## src/design/plob_pkg.sv

```systemverilog
package plob_pkg;

  localparam int SYM_W = 4;
  localparam int SEQ_W = 63;
  localparam int TM_W  = 48;
  localparam int PX_W  = 48;
  localparam int IDX_W = 4;

  localparam logic [1:0] KIND_DEPTH  = 2'd0;
  localparam logic [1:0] KIND_TICKER = 2'd1;
  localparam logic [1:0] KIND_TRADE  = 2'd2;
  localparam logic [1:0] KIND_BAD    = 2'd3;

  localparam logic [1:0] REC_TRADE = 2'd0;
  localparam logic [1:0] REC_BID   = 2'd1;
  localparam logic [1:0] REC_ASK   = 2'd2;
  localparam logic [1:0] REC_EMPTY = 2'd3;

  localparam logic SIDE_BID = 1'b0;
  localparam logic SIDE_ASK = 1'b1;

  typedef struct packed {
    logic [1:0]       req_type;
    logic [SYM_W-1:0] symbol;
    logic [SEQ_W-1:0] sequence_req;
    logic [TM_W-1:0]  evt_time;
    logic             side;
    logic [PX_W-1:0]  price;
    logic [PX_W-1:0]  quantity;
    logic             level_valid;
    logic             buyer_maker;
    logic             first_item;
    logic             last_item;
  } item_t;

  typedef struct packed {
    logic [SYM_W-1:0] out_symbol;
    logic [SEQ_W-1:0] out_sequence;
    logic [TM_W-1:0]  out_event_time;
    logic             update_kind;
    logic [1:0]       record_type;
    logic [IDX_W-1:0] level_index;
    logic [PX_W-1:0]  out_price;
    logic [PX_W-1:0]  out_quantity;
    logic             out_buyer_maker;
    logic             last_record;
  } rec_t;

  typedef struct packed {
    logic [PX_W-1:0] price;
    logic [PX_W-1:0] qty;
  } entry_t;

  typedef struct packed {
    logic load;
    logic seq_rd;
    logic seq_chk;
    logic clr_acc;
    logic srch_init;
    logic pos_inc;
    logic rd_pos;
    logic upd_qty;
    logic del_init;
    logic rd_jp1;
    logic del_step;
    logic del_final;
    logic ins_init;
    logic rd_jm1;
    logic ins_step;
    logic ins_final;
    logic emit_init;
    logic e_switch;
    logic rd_emit;
    logic out_trade;
    logic out_empty;
    logic out_level;
  } cmd_t;

  typedef struct packed {
    logic sym_ok;
    logic first;
    logic last;
    logic kind_trade;
    logic kind_bad;
    logic lvalid;
    logic qty_zero;
    logic msg_acc;
    logic pos_lt_n;
    logic better;
    logic price_eq;
    logic pos_lt_depth;
    logic j_gt_pos;
    logic jp1_lt_n;
    logic out_free;
    logic book_empty;
    logic bp;
    logic e_end;
    logic e_side;
  } stat_t;

endpackage

```

## src/design/plob_ctrl.sv

```systemverilog
module plob_ctrl (
  input  logic            clk,
  input  logic            rst_n,
  input  logic            in_valid,
  output logic            in_ready,
  input  plob_pkg::stat_t st,
  output plob_pkg::cmd_t  cmd
);

  typedef enum logic [4:0] {
    IDLE, SEQ_RD, SEQ_CHK, GATE, SRCH_RD, SRCH_CHK, HIT, MISS,
    DEL_RD, DEL_WR, INS_RD, INS_WR, DONE_LVL,
    EMIT_INIT, EMIT_TRADE, EMIT_EMPTY, EMIT_NEXT, EMIT_LOAD
  } state_t;

  state_t state_r, state_nxt;

  assign in_ready = (state_r == IDLE);

  always_comb begin
    state_nxt = state_r;
    cmd = '0;
    case (state_r)
      IDLE: begin
        if (in_valid) begin
          cmd.load = 1'b1;
          state_nxt = SEQ_RD;
        end
      end
      SEQ_RD: begin
        if (!st.sym_ok) begin
          state_nxt = IDLE;
        end else if (st.first && st.kind_bad) begin
          cmd.clr_acc = 1'b1;
          state_nxt = IDLE;
        end else if (st.first) begin
          cmd.seq_rd = 1'b1;
          state_nxt = SEQ_CHK;
        end else begin
          state_nxt = GATE;
        end
      end
      SEQ_CHK: begin
        cmd.seq_chk = 1'b1;
        state_nxt = GATE;
      end
      GATE: begin
        if (st.kind_bad || !st.msg_acc) begin
          state_nxt = IDLE;
        end else if (!st.kind_trade && st.lvalid) begin
          cmd.srch_init = 1'b1;
          state_nxt = SRCH_RD;
        end else if (st.last) begin
          state_nxt = EMIT_INIT;
        end else begin
          state_nxt = IDLE;
        end
      end
      SRCH_RD: begin
        if (st.pos_lt_n) begin
          cmd.rd_pos = 1'b1;
          state_nxt = SRCH_CHK;
        end else begin
          state_nxt = MISS;
        end
      end
      SRCH_CHK: begin
        if (st.better) begin
          cmd.pos_inc = 1'b1;
          state_nxt = SRCH_RD;
        end else if (st.price_eq) begin
          state_nxt = HIT;
        end else begin
          state_nxt = MISS;
        end
      end
      HIT: begin
        if (st.qty_zero) begin
          cmd.del_init = 1'b1;
          state_nxt = DEL_RD;
        end else begin
          cmd.upd_qty = 1'b1;
          state_nxt = DONE_LVL;
        end
      end
      DEL_RD: begin
        if (st.jp1_lt_n) begin
          cmd.rd_jp1 = 1'b1;
          state_nxt = DEL_WR;
        end else begin
          cmd.del_final = 1'b1;
          state_nxt = DONE_LVL;
        end
      end
      DEL_WR: begin
        cmd.del_step = 1'b1;
        state_nxt = DEL_RD;
      end
      MISS: begin
        if (!st.qty_zero && st.pos_lt_depth) begin
          cmd.ins_init = 1'b1;
          state_nxt = INS_RD;
        end else begin
          state_nxt = DONE_LVL;
        end
      end
      INS_RD: begin
        if (st.j_gt_pos) begin
          cmd.rd_jm1 = 1'b1;
          state_nxt = INS_WR;
        end else begin
          cmd.ins_final = 1'b1;
          state_nxt = DONE_LVL;
        end
      end
      INS_WR: begin
        cmd.ins_step = 1'b1;
        state_nxt = INS_RD;
      end
      DONE_LVL: begin
        state_nxt = st.last ? EMIT_INIT : IDLE;
      end
      EMIT_INIT: begin
        cmd.emit_init = 1'b1;
        if (st.kind_trade) begin
          state_nxt = EMIT_TRADE;
        end else if (st.book_empty) begin
          state_nxt = EMIT_EMPTY;
        end else begin
          state_nxt = EMIT_NEXT;
        end
      end
      EMIT_TRADE: begin
        if (st.out_free) begin
          cmd.out_trade = 1'b1;
          state_nxt = st.bp ? EMIT_NEXT : IDLE;
        end
      end
      EMIT_EMPTY: begin
        if (st.out_free) begin
          cmd.out_empty = 1'b1;
          state_nxt = IDLE;
        end
      end
      EMIT_NEXT: begin
        if (st.e_end) begin
          if (!st.e_side) begin
            cmd.e_switch = 1'b1;
          end else begin
            state_nxt = IDLE;
          end
        end else if (st.out_free) begin
          cmd.rd_emit = 1'b1;
          state_nxt = EMIT_LOAD;
        end
      end
      EMIT_LOAD: begin
        // output register was free when the read issued, so it is free now
        cmd.out_level = 1'b1;
        state_nxt = EMIT_NEXT;
      end
      default: state_nxt = IDLE;
    endcase
  end

  always_ff @(posedge clk) begin
    if (!rst_n) begin
      state_r <= IDLE;
    end else begin
      state_r <= state_nxt;
    end
  end

endmodule

```

## config.mk

```make
export PLATFORM = sky130hd
export DESIGN_NAME = plob_ctrl
export DESIGN_NICKNAME = d
export VERILOG_FILES = /design/src/design/plob_pkg.sv /design/src/design/plob_ctrl.sv
export SDC_FILE = /design/constraint.sdc
export NUM_CORES = 1
export LEC_CHECK = 0
export BUFFER_PORTS_ARGS = -buffer_cell sky130_fd_sc_hd__buf_2
export CAP_MARGIN = 5
export CORE_MARGIN = 3
export CORE_UTILIZATION = 44
export CTS_CLUSTER_SIZE = 14
export DETAILED_ROUTE_END_ITERATION = 10
export GPL_TIMING_DRIVEN = 0
export PLACE_DENSITY_LB_ADDON = 0.05
export SYNTH_ARGS = -nofsm -noshare
export SYNTH_HDL_FRONTEND = slang
export SYNTH_SLANG_ARGS = --single-unit
```

## constraint.sdc

```tcl
create_clock -name clk -period 1.6 [get_ports clk]
set_input_delay 0 -clock clk [delete_from_list [all_inputs] [get_ports clk]]
set_output_delay 0 -clock clk [all_outputs]
set_load 0.01 [all_outputs]
```

==> impl_metrics.env, run 1 <==
export IMPL_status="finished clean"
export IMPL_drv_slew=0
export IMPL_hp_class="input pin to flop"
export IMPL_slew_headroom_pct=75.9
export IMPL_initial_utilization_pct=50.1
export IMPL_netlist_instances=116
export IMPL_syn_avg_cell_area_um2=6.96
export IMPL_cts_tree="yes"
export IMPL_clk_path_buf_depth=2
export IMPL_finalWeightedCongestion=0.975
export IMPL_grt_max_degree=11
export IMPL_cts_sinks=5
export IMPL_cts_max_level=1
export IMPL_skew_ns=0.00191
export IMPL_port_buffers=44
export IMPL_placed_cells=184
export IMPL_wl_per_cell_um=15.0
export IMPL_fin_crit_sh_pct=97.5
export IMPL_cts_resized=2
export IMPL_clk_latency_ns=0.24
export IMPL_die_area_um2=2380
export IMPL_grt_first_pass_wirelength_mm=4.60
export IMPL_top_register="state_r"
export IMPL_period_minus_slack_ns=1.56
export IMPL_antenna_found_initial=0
export IMPL_core_area_um2=1610
export IMPL_chipHeight_um=48.8
export IMPL_cts_setup_buffers=0
export IMPL_ys_seq_area_share_pct=12.4
export IMPL_required_ns=1.60
export IMPL_synth_edf_count=0
export IMPL_fin_util_pct=70.2
export IMPL_vias_per_cell=5.72
export IMPL_finalHoldViolations=0
export IMPL_crit_path_start_kind="flop"
export IMPL_nNetsFinal=187
export IMPL_tightest_slew_ns=0.359
export IMPL_cp_max_fo=8
export IMPL_area_growth_pct=40.2
export IMPL_fin_cells=188
export IMPL_max_cap_violations=0
export IMPL_mostFrequentLayoutCell="buf_2"
export IMPL_largest_registers="state_r: 5 flops"
export IMPL_ios=45
export IMPL_grt_pass1_vias=998
export IMPL_ant_nets=0
export IMPL_crit_type="flop to output pin"
export IMPL_drt_iter0_markers=42
export IMPL_yosys_warnings=0
export IMPL_critPathArrivalTime_ns=1.56
export IMPL_synth_top_flop_cell="dfxtp_1"
export IMPL_power_density_nw_per_um2=393
export IMPL_die_w_um=48.8
export IMPL_drive_above_1_share_pct=45.1
export IMPL_fp_row_count=14
export IMPL_rsz0062_at_grt="yes"
export IMPL_drc=0
export IMPL_cts_root_buf="clkbuf_4"
export IMPL_insertedDiodeCount=0
export IMPL_grt_ovfl_total=0
export IMPL_dpl_hpwl_mm=2.28
export IMPL_setup_viol=0
export IMPL_endpoint_kind="output pin"
export IMPL_ctsHoldBuffers=0
export IMPL_ir_worst_vdd_v=0.000367
export IMPL_async_reset_ff_share_pct=0
export IMPL_synth_nets=138
export IMPL_largest_reg_flops=5
export IMPL_syn_area_um2=807
export IMPL_path_clk_slew_ns=0.04
export IMPL_wl_mm=2.82
export IMPL_leakage_uw=0.000516
export IMPL_mostFrequentLayoutCells="45 x buf_2, 11 x nor2_1, 9 x nand2_1, 9 x nor3_1"
export IMPL_grt_util_all_layers_pct=23.3
export IMPL_vias=1076
export IMPL_synth_cell_types=50
export IMPL_reg2reg_setup_slack_ns=0.07
export IMPL_firstDrtPassIters=4
export IMPL_fmax_mhz=641
export IMPL_ys_ff_latch=5
export IMPL_cts_inserted_buffers=3
-- cell type report --
type                       instances  area (µm²)
sequential                         5         104
tap                               24        30.0
clock buffer                       3        22.5
clock inverter                     1        5.00
timing repair buffer              44         220
buffer                             7        50.0
multi-input combinational         98         677
fill                             156         480
inverter                           6        22.5
-- per-layer routing --
metal | GRT usage (%) | vias up | share of wire [%]
met1 | 31.4 | 485 | 43
li1 | - | 529 | -
met4 | 8.06 | 0 | 0.57
met5 | 0 | - | 0
met3 | 2.45 | 4 | 6.9
met2 | 38.2 | 58 | 50
-- power breakdown --
group	leakage, µW	total [µW]	switching [µW]	internal, µW
Combinational	0.000456	163	93.0	69.7
Clock	0.0000177	140	50.0	90.2
Sequential	0.0000419	141	10.5	131
Total	0.000516	444	154	291
-- worst paths after layout --
kind,from,end,cells after the start
setup / recovery,state_r[1],cmd[3],4
hold / removal,rst_n,state_r[3],2
setup reg to reg,state_r[3],state_r[2],6
hold reg to reg,state_r[1],state_r[0],4
-- critical path: stages, from the launching register on --
cell and delay, ns:
dfxtp_2 0.35, or3_4 0.43, nor4b_4 0.25, and2_1 0.16, buf_2 0.13
-- synth_stat cells, types with 3 or more instances --
master,n,area (µm²)
nand2b_1,6,37.5
nor4_1,3,18.8
nor3_1,9,45.0
inv_1,6,22.5
o21ai_0,4,20.0
nor2_1,13,48.8
dfxtp_1,5,100
buf_2,6,30.0
nand2_1,10,37.5
and2_1,4,25.0
a21oi_1,4,20.0
-- metrics by stage --
step / setup slack (ns) / area (µm²) / hold WS (ns) / setup TNS [ns] / total power (µW)
finish: 0.0395 / 1130 / 0.0264 / 0 / 444
global placement: 0.0486 / 1060 / 0.249 / 0 / 293
floorplan: 0.160 / 807 / 0.0504 / 0 / 228
global route: -0.0447 / 1130 / 0.0352 / -0.105 / 473
CTS: 0.0231 / 1090 / 0.0125 / 0 / 443
detailed placement: 0.0618 / 1060 / 0.259 / 0 / 294
-- cells by family (layout without fill, tap and decap cells) --
group / Yosys count / in the layout / synth area share, %
mux: 1 / 1 / 1.40
simple gates: 70 / 70 / 54.4
flops: 5 / 5 / 12.4
buf+inv: 13 / 61 / 7.44
compound gates: 27 / 27 / 24.3
(Power assumes the default switching activity.)
==> inputs of run 2 (changes only) <==
CORE_UTILIZATION = 45   (was 44)
CTS_BUF_LIST = sky130_fd_sc_hd__clkbuf_2 sky130_fd_sc_hd__clkbuf_4 sky130_fd_sc_hd__clkbuf_8   (was unset)
==> impl_metrics.env, run 2 (same netlist as run 1, synthesis figures left out) <==
export IMPL_largest_registers="state_r: 5 flops"
export IMPL_required_ns=1.60
export IMPL_setup_viol=0
export IMPL_grt_pass1_vias=1065
export IMPL_cts_tree="yes"
export IMPL_drive_above_1_share_pct=45.5
export IMPL_vias=1088
export IMPL_drv_slew=0
export IMPL_ant_nets=0
export IMPL_core_area_um2=1590
export IMPL_ir_worst_vdd_v=0.000425
export IMPL_grt_util_all_layers_pct=24.3
export IMPL_fp_row_count=14
export IMPL_grt_ovfl_total=0
export IMPL_cts_inserted_buffers=3
export IMPL_cts_sinks=5
export IMPL_critPathArrivalTime_ns=1.53
export IMPL_wl_per_cell_um=14.7
export IMPL_finalHoldViolations=0
export IMPL_antenna_found_initial=0
export IMPL_tightest_slew_ns=0.358
export IMPL_top_register="state_r"
export IMPL_drc=0
export IMPL_insertedDiodeCount=0
export IMPL_mostFrequentLayoutCell="buf_2"
export IMPL_fillers=138
export IMPL_crit_type="flop to output pin"
export IMPL_ios=45
export IMPL_worstReg2RegEnd="state_r[0]"
export IMPL_p_switching_uw=150
export IMPL_fin_crit_sh_pct=95.4
export IMPL_seqPwrFrac_pct=30.5
export IMPL_grt_max_degree=11
export IMPL_wl_mm=2.78
export IMPL_cts_max_level=1
export IMPL_finalWeightedCongestion=0.969
export IMPL_hp_class="input pin to flop"
export IMPL_critPathCapture="cmd[21]"
export IMPL_die_w_um=48.4
export IMPL_firstDrtPassIters=4
export IMPL_skew_ns=0.00289
export IMPL_initial_utilization_pct=50.6
export IMPL_fmax_mhz=655
export IMPL_endpoint_kind="output pin"
export IMPL_vias_per_cell=5.76
export IMPL_dpl_hpwl_mm=2.24
export IMPL_drt_iter0_markers=42
export IMPL_switching_share_pct=32.4
export IMPL_combPwrFrac_pct=35.8
export IMPL_port_buffers=44
export IMPL_intPower_uw=312
export IMPL_period_minus_slack_ns=1.53
export IMPL_clk_path_buf_depth=2
export IMPL_power_density_nw_per_um2=399
export IMPL_max_cap_violations=0
export IMPL_path_clk_slew_ns=0.04
export IMPL_grt_first_pass_wirelength_mm=4.69
export IMPL_cp_max_fo=8
export IMPL_largest_reg_flops=5
export IMPL_clockPowerShare_pct=33.7
export IMPL_finalSetupTns_ns=0
export IMPL_worstRegToRegCells=5
export IMPL_leakage_uw=0.000526
export IMPL_crit_path_start_kind="flop"
export IMPL_cts_root_buf="clkbuf_4"
export IMPL_status="finished clean"
export IMPL_mostFrequentLayoutCells="45 x buf_2, 11 x nor2_1, 9 x nand2_1, 9 x nor3_1"
export IMPL_nNetsFinal=188
export IMPL_die_area_um2=2340
export IMPL_slew_headroom_pct=75.8
export IMPL_clk_latency_ns=0.23
export IMPL_p_total_uw=462
export IMPL_reg2reg_setup_slack_ns=0.09
export IMPL_area_growth_pct=43.6
export IMPL_chipHeight_um=48.4
export IMPL_crit_start="state_r[4]"
export IMPL_r2r_start="state_r[2]"
-- run 2: cell types whose count changed in the layout (fill, tap and decap cells not counted), sizes merged --
cell	delta
clkbuf	-1
buf	+3
clkinv	-1
-- run 2: timing repair --
item / in CTS / in global routing
endpoints found under the setup margin: 3 / 14
buffers inserted: 1 / 0
pin swaps: 1 / 2
hold buffers: 0 / 0
gates cloned: 0 / 0
resized for setup: 4 / 17
-- run 2: metal layers --
metal  track usage [%]  wire [µm]  up-vias
met5                 0          0        -
met4              7.11         10        0
met3              4.91        245        4
met2              42.4       1350       58
met1              30.0       1180      492
li1                  -          -      534
-- run 2: how the worst min path moves through the flow --
stage,endpoint,startpoint,cells after the start
after global routing,state_r[3],rst_n,2
final,state_r[3],rst_n,2
after CTS,state_r[3],rst_n,2
after detailed placement,cmd[4],st[0],3
after global placement,cmd[4],st[0],3
after floorplan,cmd[10],st[5],1
-- run 2: area by class of cell --
type / count / area, µm² / share of cell area [%]
multi-input cells: 98 / 688 / 59.4
plain buffers: 7 / 57.6 / 4.97
inverters: 6 / 22.5 / 1.94
repair buffers: 45 / 228 / 19.7
well taps: 24 / 30.0 / 2.59
clock buffers: 4 / 30.0 / 2.59
flip-flops and latches: 5 / 103 / 8.86
-- run 2: power groups by stage --
stage / Combinational, µW / Clock, µW / Sequential [µW]
after floorplan: 89.6 / 0 / 138
after global placement: 152 / 0 / 141
after detailed placement: 154 / 0 / 141
after CTS: 155 / 164 / 139
after global routing: 179 / 167 / 141
final: 165 / 156 / 141
-- run 2: through the flow --
stage               instance area [µm²]  setup slack [ns]  utilization [%]  cells  hold slack, ns
floorplan                           807             0.160                -    116          0.0504
global placement                   1060            0.0458             66.3    184           0.247
detailed placement                 1060            0.0295             66.3    184           0.258
CTS                                1100            0.0222             69.2    189          0.0280
global route                       1160           -0.0112             72.7    189          0.0494
finish                             1160            0.0734             72.7    189          0.0399
-- run 2: critical path, cell delays in order (launching register included) --
cell	delay [ns]
dfxtp_1	0.29
buf_2	0.17
or3_4	0.43
nor2_1	0.14
and2_1	0.13
buf_2	0.13
